===== src/hdl/assert_macros.svh =====
// assertion macros shared by the rgb pwm design
`ifndef ASSERT_MACROS_SVH
`define ASSERT_MACROS_SVH

// holds on every clock edge out of reset
`define RGBPWM_ASSERT(label, expr) \
  label: assert property (@(posedge clk_i) disable iff (!rst_ni) (expr)) \
    else $error("rgbpwm assertion failed");

// consequent in the same cycle
`define RGBPWM_ASSERT_IMPL(label, ante, cons) \
  label: assert property (@(posedge clk_i) disable iff (!rst_ni) (ante) |-> (cons)) \
    else $error("rgbpwm implication failed");

// consequent in the next cycle
`define RGBPWM_ASSERT_NEXT(label, ante, cons) \
  label: assert property (@(posedge clk_i) disable iff (!rst_ni) (ante) |=> (cons)) \
    else $error("rgbpwm next-cycle implication failed");

`endif


===== src/hdl/rgbpwm_pkg.sv =====
// ----------------------------------------------------------------------------
// rgbpwm_pkg
// Types and constants of the three-channel rgb pwm generator.
// ----------------------------------------------------------------------------
package rgbpwm_pkg;

  localparam int unsigned NUM_CH = 3;

  localparam logic [6:0] BRIGHT_MAX = 7'd100;
  localparam logic [6:0] CNT_MAX    = 7'd127;

  typedef enum logic [2:0] {
    REG_RED    = 3'd0,
    REG_GREEN  = 3'd1,
    REG_BLUE   = 3'd2,
    REG_BRIGHT = 3'd3,
    REG_ENABLE = 3'd4
  } cfg_reg_e;

  typedef logic [6:0] duty_t;

  typedef struct packed {
    logic [7:0] red_level;
    logic [7:0] green_level;
    logic [7:0] blue_level;
    logic [6:0] brightness;
    logic       output_enable;
  } cfg_t;

  typedef struct packed {
    logic  step;
    duty_t duty;
  } chan_ctrl_t;

  // floor(x / 255) for x up to 100 * 255
  function automatic logic [6:0] div255(input logic [14:0] x);
    logic [15:0] s;
    s = {1'b0, x} + 16'(x[14:8]) + 16'd1;
    return s[14:8];
  endfunction

endpackage


===== src/hdl/rgbpwm_if.sv =====
// ----------------------------------------------------------------------------
// rgbpwm interfaces
// Valid/ready channels for ticks, pin results and register writes.
// ----------------------------------------------------------------------------
interface rgbpwm_tick_if;
  logic valid;
  logic ready;
  logic tick;

  modport source (output valid, output tick, input ready);
  modport sink (input valid, input tick, output ready);
endinterface

interface rgbpwm_pin_if;
  logic valid;
  logic ready;
  logic red_pin;
  logic green_pin;
  logic blue_pin;

  modport source (output valid, output red_pin, output green_pin, output blue_pin,
                  input ready);
  modport sink (input valid, input red_pin, input green_pin, input blue_pin,
                output ready);
endinterface

interface rgbpwm_cfg_if;
  logic       valid;
  logic       ready;
  logic [2:0] index;
  logic [7:0] data;

  modport source (output valid, output index, output data, input ready);
  modport sink (input valid, input index, input data, output ready);
endinterface


===== src/hdl/rgb_three_channel_pwm_core.sv =====
// a tick item is registered in the input register, and its pin item is then registered in
// the pin result registers; a stall on the pin side can hold the item in between
// throughput: one tick item per cycle without pin stalls; one compare and update per channel
// an input register and the pin result registers part the two sides
// reset: levels 0, brightness 100, output disabled, all channels in high phase,
// all pins high, no item held
// ----------------------------------------------------------------------------
// rgb_three_channel_pwm_core
// Three-channel rgb pwm generator, one pwm step per tick item whose tick bit is set.
// ----------------------------------------------------------------------------
`include "assert_macros.svh"

module rgb_three_channel_pwm_core #(
  parameter int unsigned PERIOD_TICKS = 100
) (
  input logic          clk_i,
  input logic          rst_ni,
  rgbpwm_tick_if.sink  tick_i,
  rgbpwm_cfg_if.sink   cfg_i,
  rgbpwm_pin_if.source pin_o
);
  import rgbpwm_pkg::*;

  cfg_t       cfg_q;
  logic       s1_valid_q, s1_tick_q;
  logic       out_valid_q;
  logic       s2_adv;
  logic       in_ready;
  duty_t      duty [NUM_CH];
  logic       pins [NUM_CH];
  chan_ctrl_t ctrl [NUM_CH];

  // register writes
  assign cfg_i.ready = 1'b1;

  always_ff @(posedge clk_i or negedge rst_ni) begin
    if (!rst_ni) begin
      cfg_q.red_level     <= 8'd0;
      cfg_q.green_level   <= 8'd0;
      cfg_q.blue_level    <= 8'd0;
      cfg_q.brightness    <= BRIGHT_MAX;
      cfg_q.output_enable <= 1'b0;
    end else if (cfg_i.valid) begin
      case (cfg_i.index)
        REG_RED:    cfg_q.red_level     <= cfg_i.data;
        REG_GREEN:  cfg_q.green_level   <= cfg_i.data;
        REG_BLUE:   cfg_q.blue_level    <= cfg_i.data;
        REG_BRIGHT: cfg_q.brightness    <= cfg_i.data[6:0];
        REG_ENABLE: cfg_q.output_enable <= cfg_i.data[0];
        default: ;
      endcase
    end
  end

  // item flow
  assign s2_adv       = !out_valid_q || pin_o.ready;
  assign in_ready     = !s1_valid_q || s2_adv;
  assign tick_i.ready = in_ready;

  always_ff @(posedge clk_i or negedge rst_ni) begin
    if (!rst_ni) begin
      s1_valid_q  <= 1'b0;
      out_valid_q <= 1'b0;
    end else begin
      if (in_ready) begin
        s1_valid_q <= tick_i.valid;
      end
      if (s2_adv) begin
        out_valid_q <= s1_valid_q;
      end
    end
  end

  always_ff @(posedge clk_i) begin
    if (in_ready && tick_i.valid) begin
      s1_tick_q <= tick_i.tick;
    end
  end

  rgbpwm_duty #(
    .PERIOD_TICKS(PERIOD_TICKS)
  ) u_duty (
    .cfg_i (cfg_q),
    .duty_o(duty)
  );

  for (genvar c = 0; c < NUM_CH; c++) begin : g_ch
    assign ctrl[c].step = s1_valid_q && s2_adv && s1_tick_q;
    assign ctrl[c].duty = duty[c];

    rgbpwm_chan #(
      .PERIOD_TICKS(PERIOD_TICKS)
    ) u_chan (
      .clk_i (clk_i),
      .rst_ni(rst_ni),
      .ctrl_i(ctrl[c]),
      .pin_o (pins[c])
    );
  end

  assign pin_o.valid     = out_valid_q;
  assign pin_o.red_pin   = pins[0];
  assign pin_o.green_pin = pins[1];
  assign pin_o.blue_pin  = pins[2];

  `RGBPWM_ASSERT_NEXT(a_accept_fills_s1, tick_i.valid && in_ready, s1_valid_q)
  `RGBPWM_ASSERT_IMPL(a_full_blocks_input, s1_valid_q && out_valid_q && !pin_o.ready,
                      !in_ready)
  `RGBPWM_ASSERT_NEXT(a_s1_moves_to_out, s1_valid_q && s2_adv, out_valid_q)

endmodule


===== src/hdl/rgbpwm_duty.sv =====
// ----------------------------------------------------------------------------
// rgbpwm_duty
// Per-channel duty from level and brightness, saturated to the period, zero while output is disabled.
// ----------------------------------------------------------------------------
module rgbpwm_duty #(
  parameter int unsigned PERIOD_TICKS = 100
) (
  input  rgbpwm_pkg::cfg_t  cfg_i,
  output rgbpwm_pkg::duty_t duty_o [rgbpwm_pkg::NUM_CH]
);
  import rgbpwm_pkg::*;

  localparam logic [6:0] PERIOD = 7'(PERIOD_TICKS);

  logic [6:0] bright_sat;
  logic [7:0] level [NUM_CH];

  assign bright_sat = (cfg_i.brightness > BRIGHT_MAX) ? BRIGHT_MAX : cfg_i.brightness;
  assign level[0]   = cfg_i.red_level;
  assign level[1]   = cfg_i.green_level;
  assign level[2]   = cfg_i.blue_level;

  for (genvar c = 0; c < NUM_CH; c++) begin : g_ch
    logic [14:0] prod;
    logic [6:0]  quot;

    assign prod = 15'(level[c]) * 15'(bright_sat);
    assign quot = div255(prod);

    always_comb begin
      if (!cfg_i.output_enable) begin
        duty_o[c] = 7'd0;
      end else if (quot > PERIOD) begin
        duty_o[c] = PERIOD;
      end else begin
        duty_o[c] = quot;
      end
    end
  end

endmodule


===== src/hdl/rgbpwm_chan.sv =====
// ----------------------------------------------------------------------------
// rgbpwm_chan
// One pwm channel: phase counter, low-phase length and pin level.
// ----------------------------------------------------------------------------
`include "assert_macros.svh"

module rgbpwm_chan #(
  parameter int unsigned PERIOD_TICKS = 100
) (
  input  logic                   clk_i,
  input  logic                   rst_ni,
  input  rgbpwm_pkg::chan_ctrl_t ctrl_i,
  output logic                   pin_o
);
  import rgbpwm_pkg::*;

  localparam logic [6:0] PERIOD = 7'(PERIOD_TICKS);

  logic       phase_low_q, phase_low_d;
  logic [6:0] count_q, count_d;
  logic [6:0] low_len_q, low_len_d;
  logic       pin_q, pin_d;
  logic [6:0] count_inc;

  assign count_inc = (count_q == CNT_MAX) ? CNT_MAX : count_q + 7'd1;

  always_comb begin
    phase_low_d = phase_low_q;
    count_d     = count_q;
    low_len_d   = low_len_q;
    pin_d       = pin_q;
    if (ctrl_i.step) begin
      count_d = count_inc;
      if (!phase_low_q) begin
        if (count_inc >= ctrl_i.duty) begin
          if (ctrl_i.duty != PERIOD) begin
            pin_d = 1'b0;
          end
          count_d     = 7'd0;
          low_len_d   = PERIOD - ctrl_i.duty;
          phase_low_d = 1'b1;
        end
      end else begin
        if (count_inc >= low_len_q) begin
          if (low_len_q != PERIOD) begin
            pin_d = 1'b1;
          end
          count_d     = 7'd0;
          phase_low_d = 1'b0;
        end
      end
    end
  end

  always_ff @(posedge clk_i or negedge rst_ni) begin
    if (!rst_ni) begin
      phase_low_q <= 1'b0;
      count_q     <= 7'd0;
      low_len_q   <= 7'd0;
      pin_q       <= 1'b1;
    end else begin
      phase_low_q <= phase_low_d;
      count_q     <= count_d;
      low_len_q   <= low_len_d;
      pin_q       <= pin_d;
    end
  end

  assign pin_o = pin_q;

  `RGBPWM_ASSERT(a_low_len_in_period, low_len_q <= PERIOD)
  `RGBPWM_ASSERT_NEXT(a_hold_without_step, !ctrl_i.step, $stable(pin_q) && $stable(count_q))
  `RGBPWM_ASSERT_IMPL(a_pin_moves_with_phase, pin_q != $past(pin_q),
                      phase_low_q != $past(phase_low_q))

endmodule

===== src/flat_wrapper.sv =====
// flat-port wrapper written by rule: the top's interface ports become plain ports
module rgb_three_channel_pwm_core_flat import rgbpwm_pkg::*;
#(
  parameter int unsigned PERIOD_TICKS = 100
)
  (clk_i, rst_ni, tick_i_valid, tick_i_tick, tick_i_ready, cfg_i_valid, cfg_i_index, cfg_i_data, cfg_i_ready, pin_o_valid, pin_o_red_pin, pin_o_green_pin, pin_o_blue_pin, pin_o_ready);
  rgbpwm_tick_if tick_i_i ();
  rgbpwm_cfg_if cfg_i_i ();
  rgbpwm_pin_if pin_o_i ();
  input logic clk_i;
  input logic rst_ni;
  input wire logic [$bits(tick_i_i.valid)-1:0] tick_i_valid;
  input wire logic [$bits(tick_i_i.tick)-1:0] tick_i_tick;
  output wire logic [$bits(tick_i_i.ready)-1:0] tick_i_ready;
  input wire logic [$bits(cfg_i_i.valid)-1:0] cfg_i_valid;
  input wire logic [$bits(cfg_i_i.index)-1:0] cfg_i_index;
  input wire logic [$bits(cfg_i_i.data)-1:0] cfg_i_data;
  output wire logic [$bits(cfg_i_i.ready)-1:0] cfg_i_ready;
  output wire logic [$bits(pin_o_i.valid)-1:0] pin_o_valid;
  output wire logic [$bits(pin_o_i.red_pin)-1:0] pin_o_red_pin;
  output wire logic [$bits(pin_o_i.green_pin)-1:0] pin_o_green_pin;
  output wire logic [$bits(pin_o_i.blue_pin)-1:0] pin_o_blue_pin;
  input wire logic [$bits(pin_o_i.ready)-1:0] pin_o_ready;
  assign tick_i_i.valid = tick_i_valid;
  assign tick_i_i.tick = tick_i_tick;
  assign tick_i_ready = tick_i_i.ready;
  assign cfg_i_i.valid = cfg_i_valid;
  assign cfg_i_i.index = cfg_i_index;
  assign cfg_i_i.data = cfg_i_data;
  assign cfg_i_ready = cfg_i_i.ready;
  assign pin_o_valid = pin_o_i.valid;
  assign pin_o_red_pin = pin_o_i.red_pin;
  assign pin_o_green_pin = pin_o_i.green_pin;
  assign pin_o_blue_pin = pin_o_i.blue_pin;
  assign pin_o_i.ready = pin_o_ready;
  rgb_three_channel_pwm_core #(.PERIOD_TICKS(PERIOD_TICKS)) u_core (.clk_i(clk_i), .rst_ni(rst_ni), .tick_i(tick_i_i), .cfg_i(cfg_i_i), .pin_o(pin_o_i));
endmodule

===== config.mk =====
export PLATFORM = sky130hd
export DESIGN_NAME = rgb_three_channel_pwm_core_flat
export DESIGN_NICKNAME = d
export VERILOG_FILES = /design/src/hdl/rgbpwm_pkg.sv /design/src/hdl/rgbpwm_if.sv /design/src/hdl/rgb_three_channel_pwm_core.sv /design/src/hdl/rgbpwm_duty.sv /design/src/hdl/rgbpwm_chan.sv /design/src/flat_wrapper.sv
export VERILOG_INCLUDE_DIRS = /design/src /design/src/hdl
export SDC_FILE = /design/constraint.sdc
export NUM_CORES = 1
export LEC_CHECK = 0
export ABC_AREA = 1
export BUFFER_PORTS_ARGS = -buffer_cell sky130_fd_sc_hd__buf_2
export CAP_MARGIN = 20
export CORE_ASPECT_RATIO = 1.75
export CORE_MARGIN = 2
export CORE_UTILIZATION = 60
export DETAILED_ROUTE_END_ITERATION = 10
export MAX_ROUTING_LAYER = met4
export PLACE_DENSITY_LB_ADDON = 0.25
export SETUP_SLACK_MARGIN = 0.1
export SKIP_CTS_REPAIR_TIMING = 1
export SYNTH_ARGS = -nofsm -noshare
export SYNTH_HDL_FRONTEND = slang
export SYNTH_HIERARCHICAL = 1
export SYNTH_SLANG_ARGS = --single-unit

===== constraint.sdc =====
create_clock -name clk_i -period 7.4 [get_ports clk_i]
set_input_delay 0.74 -clock clk_i [delete_from_list [all_inputs] [get_ports clk_i]]
set_output_delay 0.74 -clock clk_i [all_outputs]
set_load 0.01 [all_outputs]

==> summary.md, run 1 <==
| Metric | Value |
|---|---|
| Outcome | finished with violations |
| Violated checks | negative setup slack |
| Drt pass-1 iters | 7 |
| WL final | 38,700 um |
| Share of layout cells above drive strength 1 | 0.188 |
| Syn_nets | 2,361 |
| Total GRT Usage | 0.308 |
| DRC | 0 |
| RSZ-0062 raised after global routing | yes |
| Final ANT Viol Nets | 0 |
| PD cells | 410 nW/um2 |
| Clk_skew | 0.0121 ns |
| TritonCTS buffer count | 9 |
| Slew @ Worst Pin | 0.776 ns |
| Number of global-route vias before repair | 13,557 |
| Nets | 2,454 |
| Initial antenna violation count | 0 |
| Avg Cell Area, Syn | 6.48 um2 |
| Clock Pin Slew Worst Setup and Hold Paths | 0.07 ns |
| Max-slew violations | 0 |
| Via/cell ratio | 5.56 |
| DR vias | 13,832 |
| EDFF count, synth | 1 |
| Crit path required time | 7.65 ns |
| Post-DP Area | 14,300 um2 |
| Async SR Flop Fraction | 0.988 |
| Dominant cell type by area after synthesis | nand2_1 |
| Io pins | 23 |
| CTS tree | done |
| Synth unique cells | 42 |
| Crit-path max cell delay | 0.56 ns |
| Port Buffers | 21 |
| Diodes inserted | 0 |
| PnR worst setup slack | -0.0752 ns |
| Die width | 118 um |
| Post-layout utilization of the core | 0.727 |
| Setup Crit Path Kind | reg2reg |
| Clk sinks | 83 |
| Placer Congestion | 0.977 |
| Share of the synthesized area in the top cell type | 0.188 |
| Ys flop type | dfrtp_1 |
| Relative slew slack | 0.481 |
| First-pass GRT wire length | 58,500 um |
| Commonest cells in the netlist | nand2_1, inv_1, nor2_1 |
| Pleak | 9.45 nW |
| Max Cap Viol | 0 |
| Hold WC Path Type | in2async |
| Die height | 203 um |
| Total gr overflow | 0 |
| Final hold violations | 0 |
| Area grow syn2layout | 18.6% |
| Synthesized cell area | 13,600 um2 |
| Htree depth | 3 |
| Cell area after layout | 16,100 um2 |
| Detailed Route Iter0 Violations | 658 |
| Yosys reg bits | 83 |
| Slowest CP cell | fa_1 |
| FILL cells | 1,746 |
| Part of the Yosys area used for sequential elements | 0.154 |
| Root buffer cell | clkbuf_16 |
| Largest net degree at the start of global routing | 47 |
| Crit Path Max Fanout | 8 |
| Cell with the most instances after synthesis | nand2_1 |
| Core area | 22,200 um2 |
| Fin crit period | 7.48 ns |
| Drt wl/cell | 15.6 um |
| Longest Clk Path Bufs | 2 |
| Crit path launch type | flop |
| Area contributors post-synth | nand2_1, ha_1, dfrtp_1 |
| Clk_lat worst skew | 0.36 ns |
| Final Cycle Share | 1.01 |
| Critical Path AT | 7.72 ns |
| Row count | 72 |
| Yosys warning total | 6 |
| VDD IR max | 251 uV |
| Crit path capture type | flop |
| Die area | 23,900 um2 |
| DP Wirelength | 28,700 um |
| Synth Instances | 2,095 |
| Initial Util | 0.613 |
| Setup violators final | 22 |
| Fmax | 0.134 GHz |
## registers in the layout, indices dropped and copies added (netlist names)
name / cells
u_core/g_ch.u_chan/low_len_q: 21
u_core/s1_tick_q: 1
u_core/cfg_q: 32
u_core/s1_valid_q: 1
u_core/pin_o.valid: 1
u_core/g_ch.u_chan/pin_o: 3
u_core/g_ch.u_chan/phase_low_q: 3
u_core/g_ch.u_chan/count_q: 21
## where the power goes
part,leakage [nW],internal [W],switching (W)
Sequential,1.05,0.000582,0.000144
Combinational,8.23,0.00203,0.00330
Clock,0.172,0.000342,0.000205
## metal layers
layer | global-route usage | share of wire | vias to the layer above
met2 | 0.603 | 0.56 | 492
met3 | 0.0244 | 0.036 | 231
li1 | - | - | 6658
met5 | - | 0 | -
met4 | 0.201 | 0.072 | 0
met1 | 0.279 | 0.34 | 6451
## cell usage in the layout, fill, tap and decap left out, types with 48 or more instances in the layout
cell type	count
nand4_1	48
dfrtp_1	76
inv_1	375
nand3_1	153
fa_1	87
nor2_1	171
nand2_1	621
buf_4	76
ha_1	138
nand2_2	64
## cell families (layout without fill, tap and decap cells)
logic type,Yosys count,after routing,synth area share
other,1,1,0.000276
AND/OR/NAND/NOR,1197,1198,0.382
adder cells (fa/ha/maj),249,249,0.277
AO/OA/AOI/OAI,99,99,0.0420
flip-flops,83,83,0.154
buffers and inverters,434,531,0.122
XOR/XNOR,32,32,0.0217
## final timing paths
check                                                      to                   startpoint  slack (ns)  cells after the start
setup / recovery           u_core/g_ch[2].u_chan/low_len_q[1]              u_core/cfg_q[2]       -0.08                     47
hold / removal               u_core/g_ch[1].u_chan/count_q[3]                       rst_ni        0.33                      1
setup reg to reg           u_core/g_ch[2].u_chan/low_len_q[1]              u_core/cfg_q[2]       -0.08                     47
hold reg to reg                   u_core/g_ch[0].u_chan/pin_o  u_core/g_ch[0].u_chan/pin_o        0.46                      2
max in group asynchronous  u_core/g_ch[0].u_chan/low_len_q[3]                       rst_ni        6.05                      2
min in group clk_i                u_core/g_ch[0].u_chan/pin_o  u_core/g_ch[0].u_chan/pin_o        0.46                      2
## worst max-delay path: cells and delay by family (launching register included)
family	cells	cell delay [ns]
compound gates	6	0.87
buf+inv	9	0.69
simple gates	24	2.14
flops	1	0.42
fa+ha+maj	7	3.00
xor+xnor	1	0.24
## area by class of cell
| class | instances | area, um2 | share of cell area |
|---|---|---|---|
| clock buffer | 11 | 243 | 0.0151 |
| clock inverter | 5 | 110 | 0.00684 |
| inverter | 407 | 1540 | 0.0954 |
| multi-input combinational | 1579 | 10900 | 0.676 |
| sequential | 83 | 2090 | 0.130 |
| tap | 296 | 370 | 0.0230 |
| timing repair buffer | 108 | 877 | 0.0545 |
## through the flow
step / worst slack [ns] / std cells / total power [W] / hold WS, ns / setup TNS, ns
floorplan: 0.106 / 2095 / 0.00370 / 0.442 / 0
global placement: 0.0516 / 2434 / 0.00474 / 0.448 / 0
detailed placement: -0.244 / 2434 / 0.00486 / 0.454 / -4.69
CTS: -0.270 / 2450 / 0.00544 / 0.355 / -6.42
global route: -0.365 / 2489 / 0.00716 / 0.369 / -14.01
finish: -0.0752 / 2489 / 0.00660 / 0.325 / -0.693
Note: power is estimated with default switching activity, not from simulation.
==> inputs of run 2 (changes only) <==
--- a/config.mk
+++ b/config.mk
@@ -21,3 +21,4 @@
 export SYNTH_HDL_FRONTEND = slang
 export SYNTH_HIERARCHICAL = 1
 export SYNTH_SLANG_ARGS = --single-unit
+export TNS_END_PERCENT = 1
==> run 2 against run 1 <==
  * The flow still finishes with violations (negative setup slack)
  * Clock-buffer cell count is the same
  * Sequential power shrank 0.7%
  * Worst hold slack gained 0.0093 ns
  * Power shrank 8.8%
  * Maximum frequency shrank 0.31%
  * Utilization shrank 3.1 points
  * Final area shrank 4.3%
  * Register-to-register slack lost 0.02 ns
  * Worst setup slack lost 0.023 ns
  * Die area is the same
  * Critical path type unchanged
==> summary.md, run 2 (synthesis gave the netlist of run 1 again) <==
| Metric | Value |
|---|---|
| Slew @ Worst Pin | 0.793 ns |
| RSZ-0062 raised after global routing | yes |
| R2r setup slk | -0.1 ns |
| Most frequent cells in the layout | nand2_1, inv_1, nor2_1, nand3_1, ha_1 |
| Reg with most FFs | u_core/cfg_q |
| Reg2reg path depth | 47 |
| Die area | 23,900 um2 |
| Row count | 72 |
| PD cells | 391 nW/um2 |
| Root buffer cell | clkbuf_16 |
| Via/cell ratio | 5.44 |
| PnR worst setup slack | -0.0983 ns |
| VDD IR max | 242 uV |
| Htree depth | 3 |
| Initial antenna violation count | 0 |
| Total GRT Usage | 0.308 |
| CP top delay family | adder cells |
| Core area | 22,200 um2 |
| Setup violators final | 23 |
| Final Cycle Share | 1.01 |
| WP buf/inv | 8 |
| Die height | 203 um |
| Initial Util | 0.613 |
| Worst Hold Slack | 0.334 ns |
| Final hold violations | 0 |
| Most frequent CP cell | nand2_1 |
| Crit path required time | 7.64 ns |
| Io pins | 23 |
| Total gr overflow | 0 |
| Setup TNS | -1.31 ns |
| Most common cell after layout, fill and taps aside | nand2_1 |
| Slowest CP cell | fa_1 |
| Max Cap Viol | 0 |
| Nets | 2,437 |
| Clk_lat worst skew | 0.36 ns |
| Clk sinks | 83 |
| Longest Clk Path Bufs | 2 |
| Largest register FFs | 32 |
| Share of layout cells above drive strength 1 | 0.139 |
| Drt pass-1 iters | 7 |
| Violated checks | negative setup slack |
| Placer Congestion | 0.977 |
| Reg-to-Reg End | u_core/g_ch[1].u_chan/low_len_q[5] |
| DRC | 0 |
| TritonCTS buffer count | 9 |
| WL final | 36,400 um |
| Detailed Route Iter0 Violations | 608 |
| Outcome | finished with violations |
| Pleak | 9.28 nW |
| Final ANT Viol Nets | 0 |
| Clock Pin Slew Worst Setup and Hold Paths | 0.06 ns |
| Port Buffers | 21 |
| Number of global-route vias before repair | 13,557 |
| Setup Crit Path Kind | reg2reg |
| Fmax | 0.133 GHz |
| Fin crit period | 7.50 ns |
| Die width | 118 um |
| Largest net degree at the start of global routing | 47 |
| Top flop regs | u_core/cfg_q: 32 flops, u_core/g_ch.u_chan/count_q: 21 flops, u_core/g_ch.u_chan/low_len_q: 21 flops |
| DR vias | 13,457 |
| First-pass GRT wire length | 58,500 um |
| Crit Path Max Fanout | 8 |
| Post-Place Setup Slack | -0.244 ns |
| Hold WC Path Type | in2async |
| Area grow syn2layout | 13.5% |
| Reg2reg start | u_core/cfg_q[3] |
| Critical Path AT | 7.74 ns |
| Crit path capture type | flop |
| CTS tree | done |
| Crit-path max cell delay | 0.55 ns |
| Crit path launch type | flop |
| Drt wl/cell | 14.7 um |
| Clk_skew | 0.0146 ns |
| DP Wirelength | 28,700 um |
| Max-slew violations | 0 |
| Relative slew slack | 0.469 |
| Diodes inserted | 0 |
## run 2: cell types whose count changed in the layout (fill, tap and decap cells not counted), sizes merged
cell	delta
buf	-16
clkbuf	-1
## run 2: per-stage QoR
step	power [W]	area [um2]	cells	util
2_1_floorplan	0.00370	13600	2095	-
6_report	0.00602	15400	2472	0.696
3_5_place_dp	0.00486	14300	2434	0.647
4_1_cts	0.00544	14700	2450	0.663
5_1_grt	0.00661	15400	2472	0.696
3_3_place_gp	0.00474	14300	2434	0.647
## run 2: cell type report
| class | instances | area (um2) |
|---|---|---|
| Inverter | 407 | 1540 |
| Timing Repair Buffer | 91 | 688 |
| Multi-Input combinational cell | 1579 | 10400 |
| Clock inverter | 5 | 110 |
| Fill cell | 1885 | 6740 |
| Tap cell | 296 | 370 |
| Sequential cell | 83 | 2090 |
| Clock buffer | 11 | 243 |
## run 2: worst reg2reg max path, delay by kind of cell, from the launching register on
kind / cells / cell delay, ns
buffers and inverters: 8 / 0.64
DFF: 1 / 0.54
adders and majority gates: 7 / 2.95
AOI/OAI and AO/OA: 3 / 0.29
and+or+nand+nor: 28 / 2.77
xor gates and xnor gates: 1 / 0.20
## run 2: worst max path at each step
stage / depth (start not counted) / start / slack [ns] / to
after floorplan: 45 / u_core/cfg_q[7] / 0.11 / u_core/g_ch[2].u_chan/low_len_q[0]
after global placement: 45 / u_core/cfg_q[3] / 0.05 / u_core/g_ch[2].u_chan/low_len_q[4]
after detailed placement: 45 / u_core/cfg_q[2] / -0.24 / u_core/g_ch[1].u_chan/low_len_q[5]
after CTS: 45 / u_core/cfg_q[2] / -0.27 / u_core/g_ch[1].u_chan/low_len_q[5]
after global routing: 47 / u_core/cfg_q[2] / -0.47 / u_core/g_ch[1].u_chan/low_len_q[5]
final: 47 / u_core/cfg_q[3] / -0.1 / u_core/g_ch[1].u_chan/low_len_q[5]
## run 2: layer usage
metal	global-route usage	share of wire
met5	-	0
met4	0.201	0.066
met3	0.0244	0.032
met2	0.603	0.56
met1	0.279	0.34
## run 2: power by group
group | switching (W) | internal (W)
Sequential | 0.000138 | 0.000582
Combinational | 0.00301 | 0.00175
Clock | 0.000204 | 0.000342
